### src/design/wpe_pkg.sv
// wpe_pkg: shared types and constants of the waveform peak envelope core
// no dependencies

package wpe_pkg;

    // operation codes carried in s_tuser
    localparam logic OP_PUSH  = 1'b0;
    localparam logic OP_QUERY = 1'b1;

    // status codes carried in m_tuser
    localparam logic STATUS_OK       = 1'b0;
    localparam logic STATUS_BAD_PROBE = 1'b1;

    // configuration register indexes
    localparam logic [7:0] REG_HOP_LENGTH    = 8'd0;
    localparam logic [7:0] REG_CHANNEL_COUNT = 8'd1;

    // parameter defaults
    localparam int DEF_PEAK_DEPTH  = 4096;
    localparam int DEF_SAMPLE_BITS = 16;

    // register widths and reset values
    localparam int HOP_W = 17;
    localparam int CH_W  = 4;
    localparam logic [HOP_W-1:0] HOP_RESET = 17'd256;
    localparam logic [CH_W-1:0]  CH_RESET  = 4'd2;
    localparam logic [HOP_W-1:0] HOP_MAX   = 17'd65536;
    localparam logic [CH_W-1:0]  CH_MAX    = 4'd8;

    // running sample counter
    localparam int CNT_W = 20;

    // query field widths
    localparam int QPOS_W = 32;
    localparam int NP_W   = 16;
    localparam int K_W    = 15;
    localparam int QRY_W  = 2 * QPOS_W + NP_W + K_W;

    // shared divider
    localparam int DIV_NUM_W = 47;
    localparam int DIV_DEN_W = 17;

    typedef struct packed {
        logic [K_W-1:0]    probe_index;
        logic [NP_W-1:0]   probe_count;
        logic [QPOS_W-1:0] query_length;
        logic [QPOS_W-1:0] query_start;
    } query_t;

endpackage

### src/design/wpe_front.sv
// wpe_front: input stream acceptance and a two word queue toward the back end
// depends on wpe_pkg

module wpe_front #(
    parameter int SAMPLE_BITS = wpe_pkg::DEF_SAMPLE_BITS,
    parameter int IN_W        = SAMPLE_BITS + wpe_pkg::QRY_W,
    parameter int IN_TW       = ((IN_W + 7) / 8) * 8
) (
    input  logic                   clk,
    input  logic                   rst_n,
    input  logic                   s_tvalid,
    output logic                   s_tready,
    input  logic [IN_TW-1:0]       s_tdata,
    input  logic                   s_tuser,
    output logic                   item_valid,
    input  logic                   item_ready,
    output logic                   item_op,
    output logic [SAMPLE_BITS-1:0] item_sample,
    output wpe_pkg::query_t        item_query
);

    localparam int ENT_W = IN_W + 1;

    logic [ENT_W-1:0] slot_reg [2];
    logic       wptr_reg, wptr_next;
    logic       rptr_reg, rptr_next;
    logic [1:0] fill_reg, fill_next;
    logic       push_in, pop_out;
    logic [ENT_W-1:0] head;

    assign s_tready   = (fill_reg != 2'd2);
    assign item_valid = (fill_reg != 2'd0);
    assign push_in    = s_tvalid && s_tready;
    assign pop_out    = item_valid && item_ready;

    assign head        = slot_reg[rptr_reg];
    assign item_op     = head[IN_W];
    assign item_sample = head[SAMPLE_BITS-1:0];
    assign item_query  = wpe_pkg::query_t'(head[IN_W-1:SAMPLE_BITS]);

    always_comb
    begin
        wptr_next = wptr_reg ^ push_in;
        rptr_next = rptr_reg ^ pop_out;
        fill_next = fill_reg + 2'(push_in) - 2'(pop_out);
    end

    always_ff @(posedge clk)
    begin
        if (push_in)
        begin
            slot_reg[wptr_reg] <= {s_tuser, s_tdata[IN_W-1:0]};
        end
    end

    always_ff @(posedge clk or negedge rst_n)
    begin
        if (!rst_n)
        begin
            wptr_reg <= 1'b0;
            rptr_reg <= 1'b0;
            fill_reg <= 2'd0;
        end
        else
        begin
            wptr_reg <= wptr_next;
            rptr_reg <= rptr_next;
            fill_reg <= fill_next;
        end
    end

endmodule

### config.mk
export PLATFORM = sky130hd
export DESIGN_NAME = wpe_front
export DESIGN_NICKNAME = d
export VERILOG_FILES = /design/src/design/wpe_pkg.sv /design/src/design/wpe_front.sv
export SDC_FILE = /design/constraint.sdc
export NUM_CORES = 1
export LEC_CHECK = 0
export ABC_CLOCK_PERIOD_IN_PS = 9500
export BUFFER_PORTS_ARGS = -buffer_cell sky130_fd_sc_hd__clkbuf_2
export CAP_MARGIN = 20
export CORE_ASPECT_RATIO = 0.8
export CORE_MARGIN = 3
export CORE_UTILIZATION = 56
export CTS_CLUSTER_DIAMETER = 150
export CTS_CLUSTER_SIZE = 8
export DETAILED_ROUTE_END_ITERATION = 6
export PLACE_DENSITY = 0.84
export SLEW_MARGIN = 25
export SYNTH_ARGS = -nofsm -noshare
export SYNTH_HDL_FRONTEND = slang
export SYNTH_SLANG_ARGS = --single-unit
### constraint.sdc
create_clock -name clk -period 9.5 [get_ports clk]
set_clock_uncertainty 0.1 [all_clocks]
set_input_delay 0.95 -clock clk [delete_from_list [all_inputs] [get_ports clk]]
set_output_delay 0.95 -clock clk [all_outputs]
set_load 0.03 [all_outputs]
==> results of run 1 <==
==> layer usage <==
layer / GRT usage, % / vias up / share of wire (%)
met5: 0 / - / 0
met1: 22.95 / 2152 / 38
met3: 7.108 / 25 / 10
met4: 6.277 / 0 / 1.7
met2: 33.42 / 211 / 50
li1: - / 1976 / -
==> critical path: stages (launching register included) <==
cell and delay (ns):
dfrtp_4 0.97, buf_4 0.87, mux2_2 0.42, clkbuf_2 0.18
==> power breakdown <==
part | internal (mW) | total [mW] | switching (mW)
registers | 1.38 | 1.50 | 0.115
logic | 0.497 | 1.33 | 0.829
clock network | 0.703 | 1.07 | 0.369
==> logic make-up (layout without fill, tap and decap cells) <==
group           count (synthesis)  after routing  synth area share, %
flops                         228            228                79.34
mux                           112            112                17.71
buf+inv                        15            272                1.541
simple gates                    9              9               0.5527
compound gates                  4              4               0.3635
fa+ha+maj                       2              2               0.2908
xor+xnor                        2              2               0.2036
==> per-stage QoR <==
step | setup WS (ns) | std cells | total power [mW] | utilization (%) | hold slack [ns]
2_1_floorplan | 5.219 | 372 | 2.533 | - | 0.4667
5_1_grt | 5.222 | 813 | 4.061 | 74.18 | 0.1840
4_1_cts | 5.375 | 813 | 3.935 | 74.18 | 0.1790
3_5_place_dp | 5.874 | 775 | 2.844 | 67.65 | 0.5303
3_3_place_gp | 5.899 | 775 | 2.800 | 67.62 | 0.4848
6_report | 5.405 | 813 | 3.894 | 74.18 | 0.1953
==> cell usage in the layout (no fill, tap or decap) <==
cell       count
nand2_1        1
mux2_4        70
dfrtp_1        3
dfrtp_4        1
buf_4          2
or2_2          1
mux2_2        42
nand2b_1       1
ha_1           1
a32oi_1        1
nand3_1        1
a211oi_1       1
buf_6          1
xnor2_1        2
clkbuf_16     37
ha_4           1
and2_1         1
clkbuf_2     229
and3_4         1
inv_1          2
nor2_1         2
nor2b_1        1
bufinv_16      1
edfxtp_1     224
a21bo_2        1
o21ai_0        1
==> synth_stat cells (all sizes together) <==
cell,instances
edfxtp,224
mux2,112
buf,13
dfrtp,4
ha,2
inv,2
nor2,2
xnor2,2
a211oi,1
a21bo,1
a32oi,1
and2,1
and3,1
nand2,1
nand2b,1
nand3,1
nor2b,1
o21ai,1
or2,1
==> worst max-delay path by stage <==
stage,startpoint,endpoint,slack [ns],depth (start not counted)
finish,rptr_reg,item_query[93],5.40,3
detailed placement,rptr_reg,item_query[93],5.87,3
global route,rptr_reg,item_query[93],5.22,3
floorplan,s_tvalid,slot_reg[0][0],5.22,2
global placement,rptr_reg,item_op,5.90,3
CTS,rptr_reg,item_query[93],5.37,3
==> layout make-up <==
cell class                      count  share of cell area (%)
Clock inverter                      1                  0.2765
Clock buffer                       37                   8.526
Inverter                            2                 0.06913
Multi-Input combinational cell    129                   15.31
Tap cell                          184                   2.120
Sequential cell                   228                   62.90
Timing Repair Buffer              232                   10.80
==> metrics.txt, run 1 <==
Worst R2R Path Depth=3; CP endpoint kind=output pin; CTS resizes=0; Netlist cell types=22; reg2reg end=slot_reg[1][93]; Pleak=approximately 4.4 nW; VDD IR-drop max=275.7 uV; Post-Syn Area=around 0.0086 sq mm; RD Place Congestion=between 0.7 and 0.8; total gr overflow=0; largest net degree at the start of global routing=90; Worst Path Required=~8.5 ns; Final Hold Viols=0; Final Cycle Share=~43%; All-Layer GR Usage=between 10% and 20%; Row Count=39; clock tree buffer depth=3; RR Startpoint=fill_reg[0]; fin area=about 0.011 sq mm; number of DRC markers in iteration 0=220; Max-Cap Viols=0; min cycle time layout=slightly above 4 ns; Crit Path Max Fanout=61; Relative slew margins=a little over a third; critical path class=flop to output pin; Detail Route Antenna Nets=0; root buf cell=clkbuf_16; PD cells=about 360 mW/mm^2; status=completed; max FFs per register=approximately 220; postcts setup bufs=0; initial antenna violation count=0; layout overhead on the synthesized area=26.20%; Clk Latency, worst-skew pair=around 0.46 ns; Residual DRC=0; min-delay worst type=input pin to asynchronous set/reset pin; TritonCTS clock tree=built; Clock transition at path regs=roughly 0.05 ns; FF/Latch Area=about 0.007 sq mm; vias per cell=between 5 and 6; num ports=between 200 and 250; Synth Register Bits=228; Max Fclk=approximately 240 MHz; drt pass-1 iters=4; multi-input logic area=0.001663 sq mm; vias in the first global route=~4700; nets=~750; cell count after synthesis=around 370; Core Area=between 0.01 and 0.015 sq mm; final setup violation count=0; WL per Instance=between 20 and 25 um; cell taking the most area after synthesis=edfxtp_1; Fillers=between 800 and 900; Die Y=around 120 um; CTS H-Tree Depth=2; die span in x=144.6 um; Mapped Nets=roughly 490; drt total wl=roughly 17 mm; Worst-Margin Slew=about 0.96 ns; post-synthesis sequential area ratio=~79%; Initial Utilization=about 59%; top-area cell type share of the netlist area=between 70% and 80%; share of layout cells above drive strength 1=between 60% and 70%; total CTS buffers=34; detailed placement HPWL=10.83 mm; DIE AREA=about 0.017 sq mm; CP Launch Type=flop; port bufs=roughly 230; global-route wire length before repair=approximately 25 mm; ant diodes=0; via count=4364; synth top area cells=edfxtp_1, mux2_4, mux2_2; CTS Sinks=228; Pins Over Slew Limit=0; Hold Buf Count CTS=0; RSZ-0062 raised after global routing=false; worst reg-to-reg setup slack=slightly below 7 ns; Syn Area/Cell=23.13 sq um; dpl cell area=approximately 0.0099 sq mm; total negative setup slack=0 ns; critical path data arrival time=3.05 ns; yosys warns=0
No activity file was read; power rests on OpenSTA's default activity.
==> run 2: changes to the inputs <==
Settings changed: ABC_AREA set to 1, ABC_CLOCK_PERIOD_IN_PS 9500 to 3600, CORE_UTILIZATION 56 to 47, PLACE_DENSITY 0.84 to 0.76.
Clock period 9.5 ns to 3.6 ns, I/O delays scaled along.
==> run 2 against run 1 <==
Against the previous run: power rose to 2.7 times the previous value; worst hold slack got worse by 0.088 ns; die area up 16%; non-clock buffer count rose by 119; synthesized cell count is 66% higher; cell count is 49% higher; register-to-register slack got worse by 5.5 ns; clock power rose to 2.6 times the previous value; core utilization decreased by 6.5 points; flip-flop and latch count is the same; via count grew 34%.
==> metrics.txt, run 2 <==
final setup violation count=0 (unchanged); share of layout cells above drive strength 1=29.31% (-32 points); Clk Latency, worst-skew pair=0.48 ns (+0.02 ns); root buf cell=clkbuf_16; Die Y=126.0 um (+7.8%); Synth Register Bits=228 (unchanged); clock tree buffer depth=3 (unchanged); nets=1098 (+47%); die span in x=155.9 um (+7.9%); Sw Ratio=39.54% (+5.8 points); num ports=231 (unchanged); layout overhead on the synthesized area=40.01%; Pleak=5.154 nW (+18%); Core Area=0.01749 sq mm (+19%); commonest cells in the netlist=nand2_1, edfxtp_1, nand2_2; WL per Instance=16.29 um (-21%); dpl ws=1.005 ns (-4.869 ns); Mapped Nets=736 (+50%); DIE AREA=0.01964 sq mm (+16%); commonest register cell after synthesis=edfxtp_1; internal power=6.393 mW (+150%); global-route wire length before repair=30.84 mm (+24%); CP Launch Type=flop; TritonCTS clock tree=built; CTS H-Tree Depth=2 (unchanged); post-synthesis sequential area ratio=80.76% (+1.4 points); CP dominant cell by count=nand2_1; critical path data arrival time=2.68 ns (-0.37 ns); Netlist cell types=15 (-32%); crit-path cells=inv_4 -> buf_4 -> nand2_1 -> nand2_1 -> clkbuf_2; Post-Syn Area=0.008453 sq mm (-1.8%); detailed placement HPWL=10.94 mm (+0.99%); status=completed; vias per cell=4.815 (-10%); Residual DRC=0 (unchanged); most frequent cell after synthesis=nand2_1; vias in the first global route=6165 (+31%); most frequent cells in the layout=nand2_1, clkbuf_2, edfxtp_1; VDD IR-drop max=572.6 uV (+110%); Max stage delay on crit path=0.69 ns (-0.28 ns); Syn Area/Cell=13.70 sq um (-41%); port bufs=229 (unchanged); most common cell after layout, fill and taps aside=nand2_1; Relative slew margins=37.35% (+1.3 points); Clock Power Share=26.5% (-1.0 points); Comb pwr share=36.8% (+2.7 points); dpl cell area=0.009764 sq mm (-1.4%); final setup margin=0.4561 ns (-4.949 ns); total CTS buffers=34 (unchanged); drt total wl=19.75 mm (+18%); via count=5836 (+34%); Pins Over Slew Limit=0 (unchanged); min-delay worst type=input pin to flop; Max-Cap Viols=0 (unchanged); CTS Sinks=228 (unchanged); Initial Utilization=48.34% (-10 points); number of DRC markers in iteration 0=380 (+73%); PD cells=893.4 mW/mm^2 (+150%); total gr overflow=0 (unchanged); Row Count=43 (+10%); Clock transition at path regs=0.05 ns (about the same); Detail Route Antenna Nets=0 (unchanged); Final Hold Viols=0 (unchanged); drt pass-1 iters=4 (unchanged); CP endpoint kind=output pin; cell taking the most area after synthesis=edfxtp_1; Worst Path Required=3.14 ns (-5.31 ns); critical path class=flop to output pin; Worst-Margin Slew=0.9397 ns (-0.01903 ns); Crit Path Max Fanout=49 (-20%); initial antenna violation count=1 (+1); fin area=0.01184 sq mm (+9.0%); max FFs per register=224 (unchanged); Final Cycle Share=87.33%; net load switching power=4.181 mW (+220%); Async SR Flop Fraction=1.754% (unchanged); register share of total power=36.6% (-1.8 points); total negative setup slack=0 ns (unchanged); All-Layer GR Usage=20.10% (+0.70 points); min cycle time layout=between 3 and 4 ns; RSZ-0062 raised after global routing=false; synth top area cells=edfxtp_1, nand2_1, dfrtp_1; yosys warns=0 (unchanged); cell count after synthesis=617 (+66%); number of synthesized flops with an enable pin=224 (unchanged); Max Fclk=318.1 MHz; CP max-delay cell=dfrtp_4; top-area cell type share of the netlist area=79.57% (+1.4 points); RD Place Congestion=0.7096 (-5.0%); largest net degree at the start of global routing=70 (-22%)
## run 2: cell types whose count changed after synthesis, sizes merged, moves of 2 or more
cell,before,now
buf,13,25
inv,2,10
xnor2,2,0
nand2,1,346
mux2,112,0
## run 2: path summary, 6_finish.rpt
| check | to | from | slack [ns] | cells after the start |
|---|---|---|---|---|
| min | fill_reg[1] | item_ready | 0.11 | 5 |
| max in group asynchronous | rptr_reg | rst_n | 3.12 | 2 |
| max | item_query[14] | rptr_reg | 0.46 | 5 |
| min in group asynchronous | fill_reg[0] | rst_n | 0.14 | 2 |
| min reg2reg | fill_reg[0] | fill_reg[0] | 0.45 | 1 |
| max reg2reg | slot_reg[0][91] | fill_reg[1] | 1.35 | 5 |
## run 2: what timing repair did
action	4_1_cts	5_1_grt
buffers inserted	0	0
hold buffers	113	0
resized for setup	0	0
hold endpoints to repair	228	0
## run 2: final cells by class
cell class / count / area [sq um]
Tap cell: 225 / 281.5
Multi-Input combinational cell: 354 / 1399
Timing Repair Buffer: 351 / 2345
Antenna cell: 1 / 2.502
Sequential cell: 228 / 6830
Clock buffer: 41 / 898.4
Fill cell: 1151 / 5650
Clock inverter: 2 / 38.79
Inverter: 10 / 40.04
## run 2: per-stage QoR
| stage | power [mW] | hold slack [ns] | util [%] | std cells |
|---|---|---|---|---|
| after floorplan | 6.629 | -0.03559 | - | 617 |
| after global placement | 7.641 | 0.07335 | 55.84 | 1055 |
| after detailed placement | 7.714 | 0.07921 | 55.84 | 1055 |
| after CTS | 10.63 | 0.08193 | 67.67 | 1211 |
| after global routing | 11.14 | 0.1113 | 67.69 | 1212 |
| final | 10.57 | 0.1077 | 67.69 | 1212 |
## run 2: layer usage
| metal | track usage [%] | routed length, um | up-vias |
|---|---|---|---|
| li1 | - | - | 2793 |
| met1 | 22.93 | 7337 | 2746 |
| met2 | 35.67 | 10190 | 261 |
| met3 | 6.802 | 1851 | 36 |
| met4 | 6.334 | 363 | 0 |
| met5 | 0 | 0 | - |
## run 2: power groups by stage
stage                     Combinational, mW  Clock [mW]  Sequential (mW)
after global placement                 3.76           0             3.88
after floorplan                        2.81           0             3.82
after global routing                   4.23        2.99             3.92
after CTS                              3.92        2.85             3.86
final                                  3.90        2.80             3.87
after detailed placement               3.81           0             3.91
## run 2: worst max-delay path: cells and delay by family, from the launching register on
family	cells	cell delay (ns)
and+or+nand+nor	2	0.27
DFF	1	0.69
buffers and inverters	3	1.20
## run 2: cells by family after synthesis
family                   after synthesis  synth area share (%)
XOR/XNOR                               1                0.1036
buffers and inverters                 35                 2.931
AO/OA/AOI/OAI                          1               0.05915
AND/OR/NAND/NOR                      350                 15.85
flip-flops                           228                 80.76
adder cells (fa/ha/maj)                2                0.2960
==> run 3: changes to the inputs <==
Settings changed: CORE_ASPECT_RATIO 0.8 to 0.6, CORE_MARGIN 3 to 2.
==> run 3 against run 2 <==
Against the previous run: first-iteration DRC count fell by 4.7%; core utilization rose by 0.87 points; cell count grew 0.58%; global-route usage shrank 0.16 points; power is 0.76% higher; largest cell class unchanged.
==> metrics.txt, run 3 (synthesis results as in run 2) <==
Row Count=37 (-14%); drt pass-1 iters=5 (+1); via count=5779 (-0.98%); clock tree buffer depth=3 (unchanged); CTS resizes=0 (unchanged); CP endpoint kind=output pin; vias in the first global route=5720 (-7.2%); most common cell after layout, fill and taps aside=nand2_1; nets=1095 (-0.27%); vias per cell=4.741 (-1.5%); drt total wl=19.12 mm (-3.2%); root buf cell=clkbuf_16; All-Layer GR Usage=19.94% (-0.16 points); die span in x=177.1 um (+14%); RD Place Congestion=0.7436 (+4.8%); Worst-Margin Slew=0.7926 ns (-0.1471 ns); num ports=231 (unchanged); Max Fclk=340.3 MHz (+7.0%); min-delay worst type=input pin to asynchronous set/reset pin; Final Hold Viols=0 (unchanged); global-route wire length before repair=29.00 mm (-6.0%); Pleak=5.169 nW (+0.30%); Initial Utilization=48.69% (+0.35 points); Core Area=0.01736 sq mm (-0.72%); share of layout cells above drive strength 1=29.20% (-0.11 points); final setup violation count=0 (unchanged); RSZ-0062 raised after global routing=false; CP Launch Type=flop; Residual DRC=0 (unchanged); Pins Over Slew Limit=0 (unchanged); Clock transition at path regs=0.05 ns (about the same); total gr overflow=0 (unchanged); Pwr Total=10.65 mW (+0.76%); Crit Path Max Fanout=67 (+37%); CTS H-Tree Depth=2 (unchanged); TritonCTS clock tree=built; Die Y=107.9 um (-14%); CTS Sinks=228 (unchanged); WL per Instance=15.68 um (-3.7%); status=completed; postcts setup bufs=0 (unchanged); layout overhead on the synthesized area=40.79%; number of DRC markers in iteration 0=362 (-4.7%); Final Cycle Share=81.63% (-5.7 points); detailed placement HPWL=10.40 mm (-5.0%); max FFs per register=224 (unchanged); VDD IR-drop max=759.5 uV (+33%); DIE AREA=0.01911 sq mm (-2.7%); Max-Cap Viols=0 (unchanged); initial antenna violation count=1 (unchanged); critical path class=flop to output pin; Worst Path Required=3.14 ns (about the same); Fillers=1178 (+2.3%); Relative slew margins=47.16% (+9.8 points); min cycle time layout=2.939 ns (-0.2052 ns); Clk Latency, worst-skew pair=0.47 ns (about the same); critical path data arrival time=2.48 ns (-0.20 ns); largest net degree at the start of global routing=74 (+5.7%); total CTS buffers=34 (unchanged); port bufs=229 (unchanged); total negative setup slack=0 ns (unchanged); most frequent cells in the layout=nand2_1, clkbuf_2, edfxtp_1; final core occ=68.55% (+0.87 points); PD cells=895.2 mW/mm^2 (+0.20%); Detail Route Antenna Nets=0 (unchanged)
## run 3: worst paths after layout
path | startpoint | end | slack [ns] | cells after the start
max in group asynchronous | rst_n | rptr_reg | 3.12 | 2
hold / removal | rst_n | rptr_reg | 0.13 | 2
setup reg to reg | fill_reg[1] | slot_reg[0][53] | 1.35 | 5
hold reg to reg | fill_reg[0] | fill_reg[0] | 0.46 | 1
min in group clk | item_ready | rptr_reg | 0.16 | 3
setup / recovery | rptr_reg | item_query[84] | 0.66 | 5
## run 3: area by class of cell
class                   instances  area (sq um)  area share [%]
flip-flops and latches        228          6830           57.39
repair buffers                348          2360           19.83
multi-input cells             354          1399           11.75
clock buffers                  42         944.7           7.937
well taps                     234         292.8           2.460
inverters                      10         40.04          0.3364
clock inverters                 1         30.03          0.2523
diodes                          2         5.005         0.04205
## run 3: through the flow
step	setup slack [ns]	std cells	hold WS, ns	cell area [sq um]
4_1_cts	0.6320	1217	0.1093	11900
6_report	0.6613	1219	0.1340	11900
3_5_place_dp	1.135	1061	0.07743	9791
3_3_place_gp	1.117	1061	0.07432	9791
2_1_floorplan	0.5606	617	-0.03559	8463
5_1_grt	0.5031	1218	0.1201	11900
## run 3: power breakdown
group          internal, mW  leakage, nW  switching (mW)  total, mW
Combinational         0.970         2.57            2.94       3.91
Sequential             3.64         2.13           0.222       3.86
Clock                  1.88        0.476            1.01       2.88
## run 3: critical path, stage by stage, from the launching register on
cell	delay, ns
dfrtp_4	0.67
inv_4	0.49
buf_12	0.36
nand2_1	0.09
nand2_1	0.10
clkbuf_2	0.22
## run 3: layer usage
metal	part of all wire [%]	track usage (%)
met1	39	24.66
met2	50	33.77
met3	9.6	6.780
met4	1.4	5.254
met5	0	0
## run 3: repair_timing
item	CTS	global route
hold buffers	113	0
setup endpoints to repair	0	0
hold endpoints to repair	228	0
